## config.mk

```make
export PLATFORM = sky130hd
export DESIGN_NAME = quadrature_decoder_counter
export DESIGN_NICKNAME = d
export VERILOG_FILES = /design/src/qdc_pkg.sv /design/src/qdc_ctrl.sv /design/src/qdc_dpath.sv /design/src/quadrature_decoder_counter.sv
export SDC_FILE = /design/constraint.sdc
export NUM_CORES = 1
export LEC_CHECK = 0
export BUFFER_PORTS_ARGS = -buffer_cell sky130_fd_sc_hd__buf_2
export CORE_MARGIN = 10
export CORE_UTILIZATION = 25
export DETAILED_ROUTE_END_ITERATION = 7
export PLACE_DENSITY = 0.51
export REMOVE_ABC_BUFFERS = 1
export SYNTH_ARGS = -nofsm -noshare
export SYNTH_HDL_FRONTEND = slang
export SYNTH_HIERARCHICAL = 1
export SYNTH_SLANG_ARGS = --single-unit
```

## constraint.sdc

```tcl
create_clock -name aclk -period 10.6 [get_ports aclk]
set_clock_uncertainty 0.1 [all_clocks]
set_input_delay 2.12 -clock aclk [delete_from_list [all_inputs] [get_ports aclk]]
set_output_delay 2.12 -clock aclk [all_outputs]
set_load 0.02 [all_outputs]
```

## src/qdc_pkg.sv

```systemverilog
// shared types, codes and the quadrature transition decode for the decoder counter
package qdc_pkg;

    // operation codes carried by an input word
    typedef enum logic [1:0] {
        OP_SAMPLE = 2'd0,
        OP_DELTA  = 2'd1,
        OP_COUNT  = 2'd2,
        OP_LOAD   = 2'd3
    } opcode_t;

    // controller states
    typedef enum logic [2:0] {
        ST_IDLE,
        ST_EXEC,
        ST_DIV,
        ST_SIGN,
        ST_MUL,
        ST_ADV,
        ST_DONE
    } state_t;

    // count direction from one phase transition
    typedef enum logic [1:0] {
        STEP_NONE,
        STEP_UP,
        STEP_DOWN
    } step_t;

    // commands from controller to datapath
    typedef struct packed {
        logic capture;
        logic execute;
        logic div_step;
        logic sign_fix;
        logic mul;
        logic advance;
        logic out_load;
    } qdc_cmd_t;

    // status from datapath to controller
    typedef struct packed {
        opcode_t opcode;
        logic    div_last;
        logic    out_free;
    } qdc_status_t;

    localparam int          DATA_W        = 32;
    localparam int          DIV_W         = 8;
    localparam int          CNT_W         = $clog2(DATA_W);
    localparam logic [DIV_W-1:0] DIVISOR_RESET = 8'd4;

    // x4 transition decode, index is {old phase, new phase}
    function automatic step_t step_of(input logic [3:0] idx);
        step_t s;
        s = STEP_NONE;
        case (idx) inside
            4'd2, 4'd4, 4'd11, 4'd13: s = STEP_UP;
            4'd1, 4'd7, 4'd8, 4'd14:  s = STEP_DOWN;
            default:                  s = STEP_NONE;
        endcase
        return s;
    endfunction

endpackage

```

## src/qdc_ctrl.sv

```systemverilog
// controller state machine sequencing one word through the datapath
module qdc_ctrl (
    input  logic                 aclk,
    input  logic                 aresetn,
    input  logic                 s_valid,
    output logic                 s_ready,
    input  qdc_pkg::qdc_status_t status,
    output qdc_pkg::qdc_cmd_t    cmd
);

    qdc_pkg::state_t state_reg, state_next;

    // state register
    always_ff @(posedge aclk) begin
        if (!aresetn) begin
            state_reg <= qdc_pkg::ST_IDLE;
        end else begin
            state_reg <= state_next;
        end
    end

    // next state
    always_comb begin
        state_next = state_reg;
        case (state_reg)
            qdc_pkg::ST_IDLE: begin
                if (s_valid) state_next = qdc_pkg::ST_EXEC;
            end
            qdc_pkg::ST_EXEC: begin
                if (status.opcode inside {qdc_pkg::OP_SAMPLE, qdc_pkg::OP_LOAD})
                    state_next = qdc_pkg::ST_DONE;
                else
                    state_next = qdc_pkg::ST_DIV;
            end
            qdc_pkg::ST_DIV: begin
                if (status.div_last) state_next = qdc_pkg::ST_SIGN;
            end
            qdc_pkg::ST_SIGN: begin
                if (status.opcode == qdc_pkg::OP_DELTA)
                    state_next = qdc_pkg::ST_MUL;
                else
                    state_next = qdc_pkg::ST_DONE;
            end
            qdc_pkg::ST_MUL:  state_next = qdc_pkg::ST_ADV;
            qdc_pkg::ST_ADV:  state_next = qdc_pkg::ST_DONE;
            qdc_pkg::ST_DONE: begin
                if (status.out_free) state_next = qdc_pkg::ST_IDLE;
            end
            default: state_next = qdc_pkg::ST_IDLE;
        endcase
    end

    // outputs
    always_comb begin
        cmd     = '0;
        s_ready = 1'b0;
        case (state_reg)
            qdc_pkg::ST_IDLE: begin
                s_ready     = 1'b1;
                cmd.capture = s_valid;
            end
            qdc_pkg::ST_EXEC: cmd.execute  = 1'b1;
            qdc_pkg::ST_DIV:  cmd.div_step = 1'b1;
            qdc_pkg::ST_SIGN: cmd.sign_fix = 1'b1;
            qdc_pkg::ST_MUL:  cmd.mul      = 1'b1;
            qdc_pkg::ST_ADV:  cmd.advance  = 1'b1;
            qdc_pkg::ST_DONE: cmd.out_load = status.out_free;
            default: cmd = '0;
        endcase
    end

endmodule

```

## src/qdc_dpath.sv

```systemverilog
// datapath: counts, phase tracking, serial divider, shared multiplier and output register
module qdc_dpath (
    input  logic                                aclk,
    input  logic                                aresetn,
    input  qdc_pkg::qdc_cmd_t                   cmd,
    output qdc_pkg::qdc_status_t                status,
    input  logic                                cfg_wr_en,
    input  logic [qdc_pkg::DIV_W-1:0]           cfg_wr_data,
    input  logic [1:0]                          s_opcode,
    input  logic [1:0]                          s_pins,
    input  logic signed [qdc_pkg::DATA_W-1:0]   s_load_value,
    output logic                                m_valid,
    input  logic                                m_ready,
    output logic signed [qdc_pkg::DATA_W-1:0]   m_value
);

    localparam int W  = qdc_pkg::DATA_W;
    localparam int DW = qdc_pkg::DIV_W;
    localparam int CW = qdc_pkg::CNT_W;

    // captured word
    qdc_pkg::opcode_t op_reg, op_next;
    logic [1:0]       pins_reg, pins_next;
    logic [W-1:0]     load_reg, load_next;

    // counter state and configuration
    logic [1:0]       phase_reg, phase_next;
    logic             known_reg, known_next;
    logic [W-1:0]     raw_reg, raw_next;
    logic [W-1:0]     rep_reg, rep_next;
    logic [DW-1:0]    divisor_reg, divisor_next;

    // divider and result
    logic             neg_reg, neg_next;
    logic [W-1:0]     dq_reg, dq_next;
    logic [DW-1:0]    rem_reg, rem_next;
    logic [CW-1:0]    cnt_reg, cnt_next;
    logic [W-1:0]     res_reg, res_next;
    logic [W-1:0]     prod_reg, prod_next;

    // output register
    logic [W-1:0]     out_value_reg, out_value_next;
    logic             out_valid_reg, out_valid_next;

    logic [DW-1:0]    d_eff;
    logic [W-1:0]     mul_full;
    logic [W-1:0]     mul_a;
    logic [W-1:0]     dividend;
    logic [DW:0]      trial;
    logic             trial_ge;
    logic [W-1:0]     raw_sample;
    qdc_pkg::step_t   step;

    // zero divisor acts as one
    assign d_eff = (divisor_reg == '0) ? DW'(1) : divisor_reg;

    // shared multiplier: load scaling or delta advance, wrapping at the count width
    assign mul_a    = cmd.execute ? load_reg : res_reg;
    assign mul_full = mul_a * W'(d_eff);

    // dividend for the scaled reads
    assign dividend = (op_reg == qdc_pkg::OP_DELTA) ? (raw_reg - rep_reg) : raw_reg;

    // one restoring divide step
    assign trial    = {rem_reg, dq_reg[W-1]};
    assign trial_ge = trial >= {1'b0, d_eff};

    // phase transition decode
    assign step = qdc_pkg::step_of({phase_reg, pins_reg});
    always_comb begin
        raw_sample = raw_reg;
        if (known_reg && pins_reg != phase_reg) begin
            case (step)
                qdc_pkg::STEP_UP:   raw_sample = raw_reg + W'(1);
                qdc_pkg::STEP_DOWN: raw_sample = raw_reg - W'(1);
                default:            raw_sample = raw_reg;
            endcase
        end
    end

    // next values
    always_comb begin
        op_next        = op_reg;
        pins_next      = pins_reg;
        load_next      = load_reg;
        phase_next     = phase_reg;
        known_next     = known_reg;
        raw_next       = raw_reg;
        rep_next       = rep_reg;
        divisor_next   = divisor_reg;
        neg_next       = neg_reg;
        dq_next        = dq_reg;
        rem_next       = rem_reg;
        cnt_next       = cnt_reg;
        res_next       = res_reg;
        prod_next      = prod_reg;
        out_value_next = out_value_reg;
        out_valid_next = out_valid_reg;

        if (cfg_wr_en) divisor_next = cfg_wr_data;

        // take the input word
        if (cmd.capture) begin
            op_next   = qdc_pkg::opcode_t'(s_opcode);
            pins_next = s_pins;
            load_next = s_load_value;
        end

        // first step of every operation
        if (cmd.execute) begin
            case (op_reg)
                qdc_pkg::OP_SAMPLE: begin
                    phase_next = pins_reg;
                    known_next = 1'b1;
                    raw_next   = raw_sample;
                    res_next   = raw_sample;
                end
                qdc_pkg::OP_LOAD: begin
                    raw_next = mul_full;
                    rep_next = mul_full;
                    res_next = '0;
                end
                default: begin
                    neg_next = dividend[W-1];
                    dq_next  = dividend[W-1] ? (W'(0) - dividend) : dividend;
                    rem_next = '0;
                    cnt_next = '0;
                end
            endcase
        end

        // divider iteration
        if (cmd.div_step) begin
            rem_next = trial_ge ? DW'(trial - {1'b0, d_eff}) : trial[DW-1:0];
            dq_next  = {dq_reg[W-2:0], trial_ge};
            cnt_next = cnt_reg + CW'(1);
        end

        // restore the sign of the quotient
        if (cmd.sign_fix) res_next = neg_reg ? (W'(0) - dq_reg) : dq_reg;

        // whole steps times divisor, then advance the reported count
        if (cmd.mul)     prod_next = mul_full;
        if (cmd.advance) rep_next  = rep_reg + prod_reg;

        // output register
        if (cmd.out_load) begin
            out_value_next = res_reg;
            out_valid_next = 1'b1;
        end else if (m_ready) begin
            out_valid_next = 1'b0;
        end
    end

    // control and count state
    always_ff @(posedge aclk) begin
        if (!aresetn) begin
            phase_reg     <= '0;
            known_reg     <= 1'b0;
            raw_reg       <= '0;
            rep_reg       <= '0;
            divisor_reg   <= qdc_pkg::DIVISOR_RESET;
            cnt_reg       <= '0;
            out_valid_reg <= 1'b0;
            op_reg        <= qdc_pkg::OP_SAMPLE;
        end else begin
            phase_reg     <= phase_next;
            known_reg     <= known_next;
            raw_reg       <= raw_next;
            rep_reg       <= rep_next;
            divisor_reg   <= divisor_next;
            cnt_reg       <= cnt_next;
            out_valid_reg <= out_valid_next;
            op_reg        <= op_next;
        end
    end

    // payload registers
    always_ff @(posedge aclk) begin
        pins_reg      <= pins_next;
        load_reg      <= load_next;
        neg_reg       <= neg_next;
        dq_reg        <= dq_next;
        rem_reg       <= rem_next;
        res_reg       <= res_next;
        prod_reg      <= prod_next;
        out_value_reg <= out_value_next;
    end

    // status back to the controller
    assign status.opcode   = op_reg;
    assign status.div_last = (cnt_reg == CW'(W - 1));
    assign status.out_free = !out_valid_reg || m_ready;

    assign m_valid = out_valid_reg;
    assign m_value = out_value_reg;

endmodule

```

## src/quadrature_decoder_counter.sv

```systemverilog
// Sequence: pin sample and load run accept, execute, then the output load; count read adds
// the 32-step one-bit-per-cycle divider and a sign fix, and delta read also multiply and advance.
// Handshake: one word at a time; the next word is accepted in the cycle after the result
// enters the output register, which may still be waiting on m_ready.
// Reset (aresetn low, synchronous): counts, phase and output valid clear, divisor returns to 4.
module quadrature_decoder_counter (
    input  logic                                aclk,
    input  logic                                aresetn,
    input  logic                                cfg_wr_en,
    input  logic [qdc_pkg::DIV_W-1:0]           cfg_wr_data,
    input  logic                                s_valid,
    output logic                                s_ready,
    input  logic [1:0]                          s_opcode,
    input  logic [1:0]                          s_pins,
    input  logic signed [qdc_pkg::DATA_W-1:0]   s_load_value,
    output logic                                m_valid,
    input  logic                                m_ready,
    output logic signed [qdc_pkg::DATA_W-1:0]   m_value
);

    qdc_pkg::qdc_cmd_t    cmd;
    qdc_pkg::qdc_status_t status;

    // sequencer
    qdc_ctrl u_ctrl (
        .aclk    (aclk),
        .aresetn (aresetn),
        .s_valid (s_valid),
        .s_ready (s_ready),
        .status  (status),
        .cmd     (cmd)
    );

    // counts, divider and output register
    qdc_dpath u_dpath (
        .aclk         (aclk),
        .aresetn      (aresetn),
        .cmd          (cmd),
        .status       (status),
        .cfg_wr_en    (cfg_wr_en),
        .cfg_wr_data  (cfg_wr_data),
        .s_opcode     (s_opcode),
        .s_pins       (s_pins),
        .s_load_value (s_load_value),
        .m_valid      (m_valid),
        .m_ready      (m_ready),
        .m_value      (m_value)
    );

endmodule
```

* Word-level counts from Yosys, hierarchy flattened
Index checks and enable logic that the tools add are counted.
** Storage, ports and cells
- Register bits :: 257
- Bits of input ports :: 49
- Output and inout port bits :: 34
- Logic and storage cells :: 117
** Operators by class
- Add/subtract/negate cells :: 8
- Multipliers :: 1
- Order comparisons :: 1
- Equal/unequal tests :: 24
- Muxes and demuxes :: 42
- Bitwise logic cells :: 1
- Reduce and logical (&&, ||, !) cells :: 23
** Operator list (number)
- 32-bit two-way mux :: 13
- 32-bit one-hot mux with 2 select lines :: 3
- 1-bit by 32-bit subtractor with 32-bit output, first input constant :: 2
- 8-bit two-way mux :: 5
- 32-bit by 1-bit adder with 32-bit output, second input constant :: 1
- 32-bit adder :: 1
- 32-bit by 8-bit multiplier with 32-bit output :: 1
- 32-bit by 1-bit subtractor with 32-bit output, second input constant :: 1
- 32-bit subtractor :: 1
- 3-bit one-hot mux with 7 select lines :: 1
- 4-bit == test, second input constant :: 4
- 5-bit two-way mux :: 3
- 3-bit two-way mux :: 4
- 2-bit AND reduction :: 6
- 2-bit nonzero test :: 6
- 1-bit two-way mux :: 10
- 3-bit == test, second input constant :: 3
- 9-bit by 8-bit greater-or-equal comparator with 1-bit output :: 1
- 4-bit by 3-bit == test with 1-bit output, second input constant :: 2
- 8-bit logical NOT :: 1
- 4-bit OR reduction :: 2
- 8-bit subtractor :: 1
- 3-bit by 2-bit == test with 1-bit output, second input constant :: 2
- 2-bit two-way mux :: 3
- 19 further kinds :: 23

* Logic depth before layout (Yosys ltp)
Gate-level depths: netlist (run 1).
- Depth after elaboration :: 10
- Mapped depth :: 26
- Mapped depth without buffers :: 22

* Cells and area by module
The synthesis (run 1) kept the hierarchy.
** Modules (own cells, without submodules)
- qdc_dpath :: instances 1, cells each 2721, area each 23881.7 µm², sequential area each 6796.5 µm²
- qdc_ctrl :: instances 1, cells each 27, area each 266.5 µm², sequential area each 60.1 µm²

* Least setup slack after synthesis (run 1)
No wires, ideal clock.
- Path type :: flip-flop to flip-flop
- Start point :: reg u_ctrl.state_reg[0]
- End point :: reg u_dpath.rep_reg[30]
- Setup time :: 0.095 ns
- Arrival time :: 6.655 ns
- Required time :: 10.405 ns
- Slack :: 3.749 ns
- Stages on the path, launching flop included :: 25
- Buffers on the path :: 4
- Period minus slack after synthesis :: 6.851 ns
- Cells stage by stage :: dfxtp_1 -> buf_4 -> nor3b_1 -> clkbuf_1 -> buf_1 -> clkbuf_1 -> mux2i_1 -> nor2_1 -> fa_1 -> fa_1 -> fa_1 -> inv_1 -> fa_1 -> inv_1 -> ha_1 -> a21o_1 -> a21o_1 -> a21o_1 -> a22oi_1 -> nand2_1 -> a311oi_1 -> nor2_1 -> o311ai_1 -> nand2_1 -> a221oi_1
** RTL lines
- start, declared :: line qdc_ctrl.sv:11 : qdc_pkg::state_t state_reg, state_next;
- start signal, assigned :: line qdc_ctrl.sv:16 : state_reg <= qdc_pkg::ST_IDLE;
- start signal, assigned :: line qdc_ctrl.sv:18 : state_reg <= state_next;
- end signal, assigned :: line qdc_dpath.sv:170 : rep_reg <= rep_next;
- end, declared :: line qdc_dpath.sv:30 : logic [W-1:0] rep_reg, rep_next;

==> results of run 1 <==
report_power, final:
group	leakage, nW	switching, W	internal, W
Clock	0.494	0.000447	0.000618
Combinational	8.12	0.00137	0.000808
Sequential	2.29	0.0000654	0.00123
Total	10.9	0.00188	0.00265
routing by layer:
layer | wire [um] | global-route usage, %
met5 | 0 | 0
met4 | 2370 | 4.19
met3 | 3580 | 1.68
met2 | 34300 | 21.9
met1 | 34900 | 18.4
metrics by stage:
step	instance area [um^2]	std cells	total power (W)
6_report	27000	4063	0.00454
2_1_floorplan	23700	2626	0.00285
4_1_cts	27000	4062	0.00457
3_3_place_gp	25900	4006	0.00347
3_5_place_dp	25900	4006	0.00346
5_1_grt	27000	4062	0.00489
logic make-up after synthesis:
family / share of synthesized area, %
mux: 3.31
compound gates: 19.1
simple gates: 17.8
buf+inv: 5.87
fa+ha+maj: 20.9
flops: 28.4
xor+xnor: 4.53
cell usage after synthesis, types with 8 or more instances:
master	n
or3_1	12
nor2_1	316
o31ai_1	37
a211o_1	11
a311oi_1	22
a31oi_1	14
o211ai_1	20
mux2i_1	63
buf_2	10
inv_1	243
nor3_1	48
and3_1	32
buf_1	11
xnor2_1	95
a31o_2	11
nand2_1	269
a21o_1	59
o21ai_0	130
nand4_1	20
or4_1	11
nor4_1	12
or2_2	10
a21boi_0	14
nor2b_1	21
o21bai_1	18
nand2b_1	42
o21a_1	28
a211oi_1	35
xor2_1	30
nand3_1	50
edfxtp_1	171
and2_1	36
fa_1	160
o211a_1	8
a21oi_1	184
clkbuf_1	97
nor3b_1	9
and4_1	8
dfxtp_1	86
ha_1	148
mux2_2	15
worst max-delay path, delay by kind of cell (launching register included):
kind	cells	cell delay [ns]
adders and majority gates	5	2.33
AOI/OAI and AO/OA	7	1.96
buffers and inverters	4	0.94
muxes	1	0.81
and+or+nand+nor	5	0.80
DFF	1	0.57
final cells by class:
type | instances | area (um^2)
clock inverter | 14 | 115
antenna | 1 | 2.50
fill | 10156 | 68500
tap | 1265 | 1580
clock buffer | 42 | 900
multi-input combinational | 2122 | 15900
sequential | 257 | 6860
timing repair buffer | 115 | 658
inverter | 247 | 927
path summary, 6_finish.rpt:
check	end	slack, ns	cells after the start
max reg2reg	u_dpath/rep_reg[30]	2.97	22
min	u_dpath/m_value[31]	0.35	0
min reg2reg	u_dpath/m_value[31]	0.35	0
max	u_dpath/rep_reg[30]	2.97	22
==> out/metrics.cfg, run 1 <==
[status]
outcome=complete, no violations

[clock_tree]
clk_pin_slew_ns=0.06
clkLatencyLatePin_ns=0.59
cts_tree=built
postCtsSetupBuffers=0
clock-sinks=257
root_buffer=clkbuf_16
holdBufCountCts=0
cts.path.max_buffers=3
cts_buffers=30
h-tree-depth=1
ctsResizeCount=0

[placed_design]
hpwl_mm=57.9
place_congestion=0.889
numPortBuffers=82
post-place-ws_ns=2.96

[route]
drc=0
wl_per_cell_um=18.5
vias=19827
antenna_left=0
vias_per_cell=4.88
finalWirelength_mm=75.2
dr.pass1.iters=5
first_iter_violations=1515

[critical_path]
crit_arrival_ns=8.01
required_ns=10.98
cp_max_fo=34
cp-end-kind=flip-flop
critical_path.max_stage_delay_ns=0.81
startpoint_type=flip-flop
path_cells=nor3b_2 > buf_4 > buf_4 > mux2i_1 > nor2_1 > fa_1 > fa_1 > fa_1 > inv_1 > fa_1 > inv_1 > ha_1 > a21o_1 > a21o_1 > a21o_1 > a22oi_1 > nand2_1 > a311oi_1 > nor2_1 > o311ai_1 > nand2_1 > a221oi_1
startpoint=u_ctrl/state_reg[0]
criticalPathCategory=reg2reg
crit_slowest_cell=mux2i_1
reg2reg_from=u_ctrl/state_reg[0]
crit_path_frequent_cell=fa_1

[pwr]
power_leakage_nw=10.9
ir_worst_vdd_mv=0.112
power_density_nw_per_um2=168

[run]
cap_violations=0

[hold_path]
hold_class=reg2reg
min-delay-start=u_dpath/res_reg[31]

[timing]
fin_crit_sh_pct=72.0
finalMaxSlewViolations=0
fmax_ghz=0.131
hold_violations=0
relSlewSlack_pct=17.5
timing.setup.tns_ns=0
setup_viol=0
final.setup.worst_slack_ns=2.97
fin_crit_ns=7.63
hold_ws_ns=0.353
tightest_slew_ns=1.20
grt_setup_unrepaired=false

[floorplan]
start_util_pct=25.3
dieWidth_um=331
rows=113
die_height_um=331
die_area_um2=109000
ios=83
core_um2=95400

[global_route]
grt_pass1_vias=19605
grt_pass1_wl_mm=116
grt_start_max_net_pins=65
antenna_found_initial=0
grt_usage_pct=13.5
grt-ovfl-total=0

[yosys]
synth_warnings=6
asyncSetResetFlopFracSynth_pct=0
synth_area_per_cell_um2=8.79
synth.largest_area_cell=edfxtp_1
ys_types=97
synth-edff-count=171
yosys-top-cells-area=edfxtp_1 (21%), fa_1 (13%), ha_1 (7.7%)
synth_top_area_share_pct=21.3
yosysSeqAreaShare_pct=28.4
ys.flop_type=edfxtp_1
ys_ff_latch=257
synth.cell_area_um2=24100
synthCells=2748

[layout]
nNetsFinal=3130
post-route-util_pct=28.3
most-common-layout-cells=nor2_1 (315), nand2_1 (269), inv_1 (241)
final_common_cell=nor2_1
area_delta_synth_final_pct=11.6
drive_gt1_share_pct=8.76

Note: power is estimated with default switching activity, not from simulation.
==> run 2: changes to the inputs <==
--- a/config.mk
+++ b/config.mk
@@ -9,7 +9,7 @@
 export CORE_MARGIN = 10
 export CORE_UTILIZATION = 25
 export DETAILED_ROUTE_END_ITERATION = 7
-export PLACE_DENSITY = 0.51
+export PLACE_DENSITY = 0.52
 export REMOVE_ABC_BUFFERS = 1
 export SYNTH_ARGS = -nofsm -noshare
 export SYNTH_HDL_FRONTEND = slang
==> constraint.sdc (replaced) <==
create_clock -name aclk -period 6.7 [get_ports aclk]
set_clock_uncertainty 0.1 [all_clocks]
set_input_delay 1.34 -clock aclk [delete_from_list [all_inputs] [get_ports aclk]]
set_output_delay 1.34 -clock aclk [all_outputs]
set_load 0.02 [all_outputs]
==> run 2 against run 1 <==
Net effect:
- cell area is 1.9% higher
- critical path depth is 3 higher
- sequential cell count stayed put
- global-route usage is 0.11 points higher
- fmax is 20% higher
- worst setup slack worse by 2.6 ns
- via count is 2.3% higher
- sequential power is 58% higher
- critical path type unchanged
- highest routed layer unchanged
==> out/metrics.cfg, run 2 (synthesized netlist as in run 1, its figures left out) <==
[timing]
relSlewSlack_pct=21.6  ; +4.1 points
fin_crit_ns=6.34  ; -1.30 ns
fin_crit_sh_pct=94.6  ; +23 points
finalMaxSlewViolations=0  ; unchanged
setup_viol=0  ; unchanged
fmax_ghz=0.158  ; +20%
tightest_slew_ns=1.15  ; -0.0561 ns
final.setup.worst_slack_ns=0.363  ; -2.60 ns
hold_ws_ns=0.357  ; +0.00414 ns
hold_violations=0  ; unchanged

[clock_tree]
clkLatencyLatePin_ns=0.55  ; -0.04 ns
holdBufCountCts=0  ; unchanged
clk_pin_slew_ns=0.06  ; about the same
root_buffer=clkbuf_16
cts.path.max_buffers=3  ; unchanged
h-tree-depth=2  ; +1
clock-sinks=257  ; unchanged
cts_buffers=34  ; +13%
cts_tree=built

[placed_design]
numPortBuffers=82  ; unchanged
hpwl_mm=59.0  ; +1.9%
post-place-ws_ns=0.275  ; -2.68 ns
place_congestion=0.888  ; -0.19%

[layout]
final_common_cell=nor2_1
nNetsFinal=3178  ; +1.5%
area_delta_synth_final_pct=13.7
drive_gt1_share_pct=10.5  ; +1.8 points
most-common-layout-cells=nor2_1 (315), nand2_1 (269), inv_1 (241)

[critical_path]
reg2reg_from=u_ctrl/state_reg[0]
cp-end-kind=flip-flop
startpoint_type=flip-flop
crit_arrival_ns=6.67  ; -1.34 ns
startpoint=u_ctrl/state_reg[0]
cp_max_fo=24  ; -29%
crit_end=u_dpath/raw_reg[31]
criticalPathCategory=reg2reg
required_ns=7.03  ; -3.95 ns
worstReg2RegEnd=u_dpath/raw_reg[31]
rrSetupSlack_ns=0.36  ; -2.60 ns
r2r_cells=25  ; +14%

[route]
vias=20287  ; +2.3%
vias_per_cell=4.93  ; +1.1%
finalWirelength_mm=75.8  ; +0.87%
drc=0  ; unchanged
dr.pass1.iters=6  ; +1
antenna_left=0  ; unchanged
first_iter_violations=1357  ; -10%
wl_per_cell_um=18.4  ; -0.35%

[global_route]
use_met2_pct=22.5  ; +0.64 points
grt-ovfl-total=0  ; unchanged
grt_usage_pct=13.6  ; +0.11 points
busiest_layer=met2
grt_pass1_wl_mm=117  ; +0.69%
grt_pass1_vias=19644  ; +0.20%
antenna_found_initial=0  ; unchanged
grt_start_max_net_pins=65  ; unchanged
use_met1_pct=18.6  ; +0.19 points
use_met3_pct=1.74  ; +0.060 points

[hold_path]
hold_class=reg2reg

[floorplan]
start_util_pct=25.3  ; unchanged
die_height_um=331  ; unchanged
die_area_um2=109000  ; unchanged
rows=113  ; unchanged
dieWidth_um=331  ; unchanged
ios=83  ; unchanged
core_um2=95400  ; unchanged

[pwr]
power_leakage_nw=11.2  ; +2.8%
p_comb_share_pct=47.7  ; -0.4 points
pwr-share-seq_pct=27.2  ; -1.3 points
finalPower_w=0.00749  ; +65%
switching_power_w=0.00308  ; +64%
intPower_w=0.00441  ; +66%
swShare_pct=41.1  ; -0.42 points
ir_worst_vdd_mv=0.158  ; +42%
clkPwrFrac_pct=25.1  ; +1.6 points
power_density_nw_per_um2=273  ; +62%

[status]
outcome=complete, no violations

[run]
cap_violations=0  ; unchanged

==> run 2: worst min-delay path by stage <==
stage	startpoint	slack, ns	to	depth (start not counted)
global placement	u_dpath/res_reg[31]	0.34	u_dpath/m_value[31]	0
detailed placement	u_dpath/res_reg[27]	0.34	u_dpath/m_value[27]	0
floorplan	u_dpath/res_reg[23]	0.32	u_dpath/m_value[23]	0
finish	u_dpath/res_reg[30]	0.36	u_dpath/m_value[30]	0
CTS	u_dpath/res_reg[31]	0.36	u_dpath/m_value[31]	0
global route	u_dpath/res_reg[30]	0.37	u_dpath/m_value[30]	0
==> run 2: critical path, stage by stage (launching register included) <==
cell and delay, ns:
dfxtp_1 0.33, nor3b_2 0.24, buf_12 0.26, buf_4 0.18, mux2i_1 0.18, buf_4 0.18
nand2b_1 0.14, fa_1 0.43, fa_1 0.49, inv_1 0.06, fa_1 0.49, inv_1 0.05
fa_1 0.47, inv_1 0.04, ha_1 0.32, o21a_1 0.12, o31a_1 0.14, o21ai_1 0.24
a21oi_1 0.13, buf_4 0.17, a31o_2 0.27, a211o_1 0.27, a31oi_1 0.27, xnor2_2 0.13
a32o_1 0.23, a31o_2 0.23
==> run 2: final cells by class <==
class / instances / area [um^2]
inverter: 247 / 927
sequential: 257 / 6860
clock buffer: 46 / 990
fill: 10136 / 68000
antenna: 1 / 2.50
tap: 1265 / 1580
clock inverter: 16 / 154
multi-input combinational: 2122 / 15900
timing repair buffer: 159 / 1000
==> run 2: stage by stage <==
step                      setup TNS, ns  area, um^2  utilization, %  cells
after floorplan                 -227.22       23700               -   2626
after global placement                0       26300            27.5   4050
after detailed placement              0       26300            27.5   4050
after CTS                             0       27400            28.7   4112
after global routing            -0.0197       27500            28.8   4112
final                                 0       27500            28.8   4113
==> run 2: routing by layer <==
metal / wire [um] / up-vias
met3: 3560 / 88
met5: 0 / -
li1: - / 9830
met2: 35400 / 493
met4: 1570 / 0
met1: 35300 / 9876
==> run 2: power by group through the flow <==
stage	sequential [W]	combinational (W)	clock, W
4_1_cts	0.00203	0.00355	0.00193
2_1_floorplan	0.00203	0.00247	0
3_3_place_gp	0.00207	0.00350	0
3_5_place_dp	0.00206	0.00350	0
6_report	0.00204	0.00358	0.00188
5_1_grt	0.00205	0.00398	0.00199
==> run 2: timing repair <==
action                                  in CTS  in global routing
endpoints found under the setup margin       0                 10
setup buffers                                0                  0
resized for setup                            0                  6
==> run 3: changes to the inputs <==
--- a/config.mk
+++ b/config.mk
@@ -6,7 +6,8 @@
 export NUM_CORES = 1
 export LEC_CHECK = 0
 export BUFFER_PORTS_ARGS = -buffer_cell sky130_fd_sc_hd__buf_2
-export CORE_MARGIN = 10
+export CAP_MARGIN = 20
+export CORE_MARGIN = 2
 export CORE_UTILIZATION = 25
 export DETAILED_ROUTE_END_ITERATION = 7
 export PLACE_DENSITY = 0.52
==> run 3 against run 2 <==
Net effect:
- fmax grew 0.53%
- die area shrank 9.4%
- global-route usage grew 1.3 points
- wire length shrank 1.9%
- non-clock buffer count shrank 2
- power shrank 3.0%
- clock power shrank 9%
- register-to-register slack gained 0.03 ns
- worst setup slack gained 0.033 ns
- count of clock-buffer cells in the layout shrank 2
- cell area shrank 0.55%
- critical path type unchanged
- largest cell class unchanged
==> out/metrics.cfg, run 3 (synthesized netlist as in run 1, its figures left out) <==
[clock_tree]
cts_tree=built
h-tree-depth=1  ; -1
ctsResizeCount=0  ; unchanged
holdBufCountCts=0  ; unchanged
root_buffer=clkbuf_16
clock-sinks=257  ; unchanged
postCtsSetupBuffers=0  ; unchanged
clk_pin_slew_ns=0.07  ; about the same
cts_buffers=31  ; -8.8%
cts.path.max_buffers=3  ; unchanged
clkLatencyLatePin_ns=0.59  ; +0.04 ns

[floorplan]
rows=113  ; unchanged
dieWidth_um=315  ; -4.8%
die_height_um=315  ; -4.8%
ios=83  ; unchanged
core_um2=95300  ; -0.15%
start_util_pct=25.3  ; +0.038 points
die_area_um2=99100  ; -9.4%

[layout]
fillerInstances=10176  ; +0.39%
post-route-util_pct=28.7  ; -0.12 points
seq_area_um2=6860  ; unchanged
num_antenna_cells=0  ; -1
post-route-cell-area_um2=27300  ; -0.55%
final_common_cell=nor2_1
multi_input_area_um2=15900  ; -0.16%
fin_cells=4105  ; -0.19%
area_delta_synth_final_pct=13.1
drive_gt1_share_pct=10.2  ; -0.36 points
nNetsFinal=3173  ; -0.16%
most-common-layout-cells=nor2_1 (315), nand2_1 (269), inv_1 (241)

[timing]
fmax_ghz=0.159  ; +0.53%
fin_crit_sh_pct=94.1  ; -0.50 points
grt_setup_unrepaired=false
setup_viol=0  ; unchanged
finalMaxSlewViolations=0  ; unchanged
tightest_slew_ns=1.07  ; -0.0735 ns
hold_violations=0  ; unchanged
final.setup.worst_slack_ns=0.397  ; +0.0333 ns
relSlewSlack_pct=28.4  ; +6.9 points
timing.setup.tns_ns=0  ; unchanged
fin_crit_ns=6.30  ; -0.0333 ns

[route]
dr.max_layer_used=met4
route.met2.wl_mm=34.3  ; -3.1%
vias=20005  ; -1.4%
dr.pass1.iters=5  ; -1
wl_per_cell_um=18.1  ; -1.8%
first_iter_violations=1243  ; -8.4%
vias_per_cell=4.87  ; -1.2%
drc=0  ; unchanged
dr_wl_met3_mm=3.05  ; -14%
wl_met1_mm=35.6  ; +0.72%
antenna_left=0  ; unchanged
finalWirelength_mm=74.4  ; -1.9%

[placed_design]
dp_cells=4047  ; -0.074%
numPortBuffers=82  ; unchanged
post-place-ws_ns=0.390  ; +0.115 ns
place_congestion=0.869  ; -2.1%
hpwl_mm=58.5  ; -0.87%
dpl_cell_area_um2=26300  ; about the same

[critical_path]
critical_path.max_stage_delay_ns=0.55  ; +0.06 ns
cp-end-kind=flip-flop
criticalPathCategory=reg2reg
r2r_cells=21  ; -16%
path_cells=nor3b_2 > buf_12 > mux2i_1 > nor2_1 > fa_1 > fa_1 > fa_1 > inv_1 > fa_1 > inv_1 > ha_1 > o21ai_0 > a2111oi_0 > o21ai_0 > a21oi_1 > a31o_2 > a211o_1 > a31oi_1 > xnor2_1 > a32o_1 > a31o_2
crit_arrival_ns=6.68  ; about the same
crit_slowest_cell=fa_1
required_ns=7.08  ; +0.05 ns
cp_max_fo=21  ; -13%
startpoint_type=flip-flop
crit_path_frequent_cell=fa_1

[pwr]
power_leakage_nw=11.2  ; -0.47%
ir_worst_vdd_mv=0.183  ; +16%
power_density_nw_per_um2=266  ; -2.4%

[global_route]
antenna_found_initial=1  ; +1
grt-ovfl-total=0  ; unchanged
grt_pass1_wl_mm=117  ; -0.42%
grt_usage_pct=14.9  ; +1.3 points
grt_pass1_vias=19817  ; +0.88%
grt_start_max_net_pins=64  ; -1.5%

[hold_path]
hold_class=reg2reg
holdPathStages=0  ; unchanged

[status]
outcome=complete, no violations

[run]
cap_violations=0  ; unchanged

[run 3: area by class of cell]
class	count	share of cell area, %
multi-input cells	2122	58.3
clock inverters	13	0.376
flip-flops and latches	257	25.1
clock buffers	44	3.40
repair buffers	157	3.63
well taps	1265	5.80
inverters	247	3.39
[run 3: worst paths after layout]
| path | start | to | slack, ns |
|---|---|---|---|
| max reg2reg | u_ctrl/state_reg[1] | u_dpath/raw_reg[31] | 0.40 |
| min | u_dpath/res_reg[27] | u_dpath/m_value[27] | 0.35 |
| max | u_ctrl/state_reg[1] | u_dpath/raw_reg[31] | 0.40 |
| min reg2reg | u_dpath/res_reg[27] | u_dpath/m_value[27] | 0.35 |
[run 3: critical path, delay by kind of cell (launching register included)]
kind / cells / cell delay [ns]
fa+ha+maj: 5 / 2.33
compound gates: 9 / 2.06
mux: 1 / 0.44
simple gates: 2 / 0.38
flops: 1 / 0.32
buf+inv: 3 / 0.32
xor+xnor: 1 / 0.18
[run 3: routing by layer]
layer / track usage (%) / vias to the layer above
met5: 0 / -
met4: 3.11 / 0
met3: 1.61 / 68
met2: 24.7 / 390
met1: 20.9 / 9717
li1: - / 9830
[run 3: stage by stage]
step,hold slack [ns],total power (W)
floorplan,0.322,0.00450
global placement,0.333,0.00555
detailed placement,0.334,0.00553
CTS,0.346,0.00733
global route,0.360,0.00781
finish,0.346,0.00727
[run 3: power by group]
part           internal, W  switching (W)  total [W]  leakage, nW
Sequential         0.00194      0.0000945    0.00203         2.29
Combinational      0.00134        0.00218    0.00352         8.34
Clock              0.00100       0.000720    0.00172        0.518
Total              0.00428        0.00299    0.00727         11.2
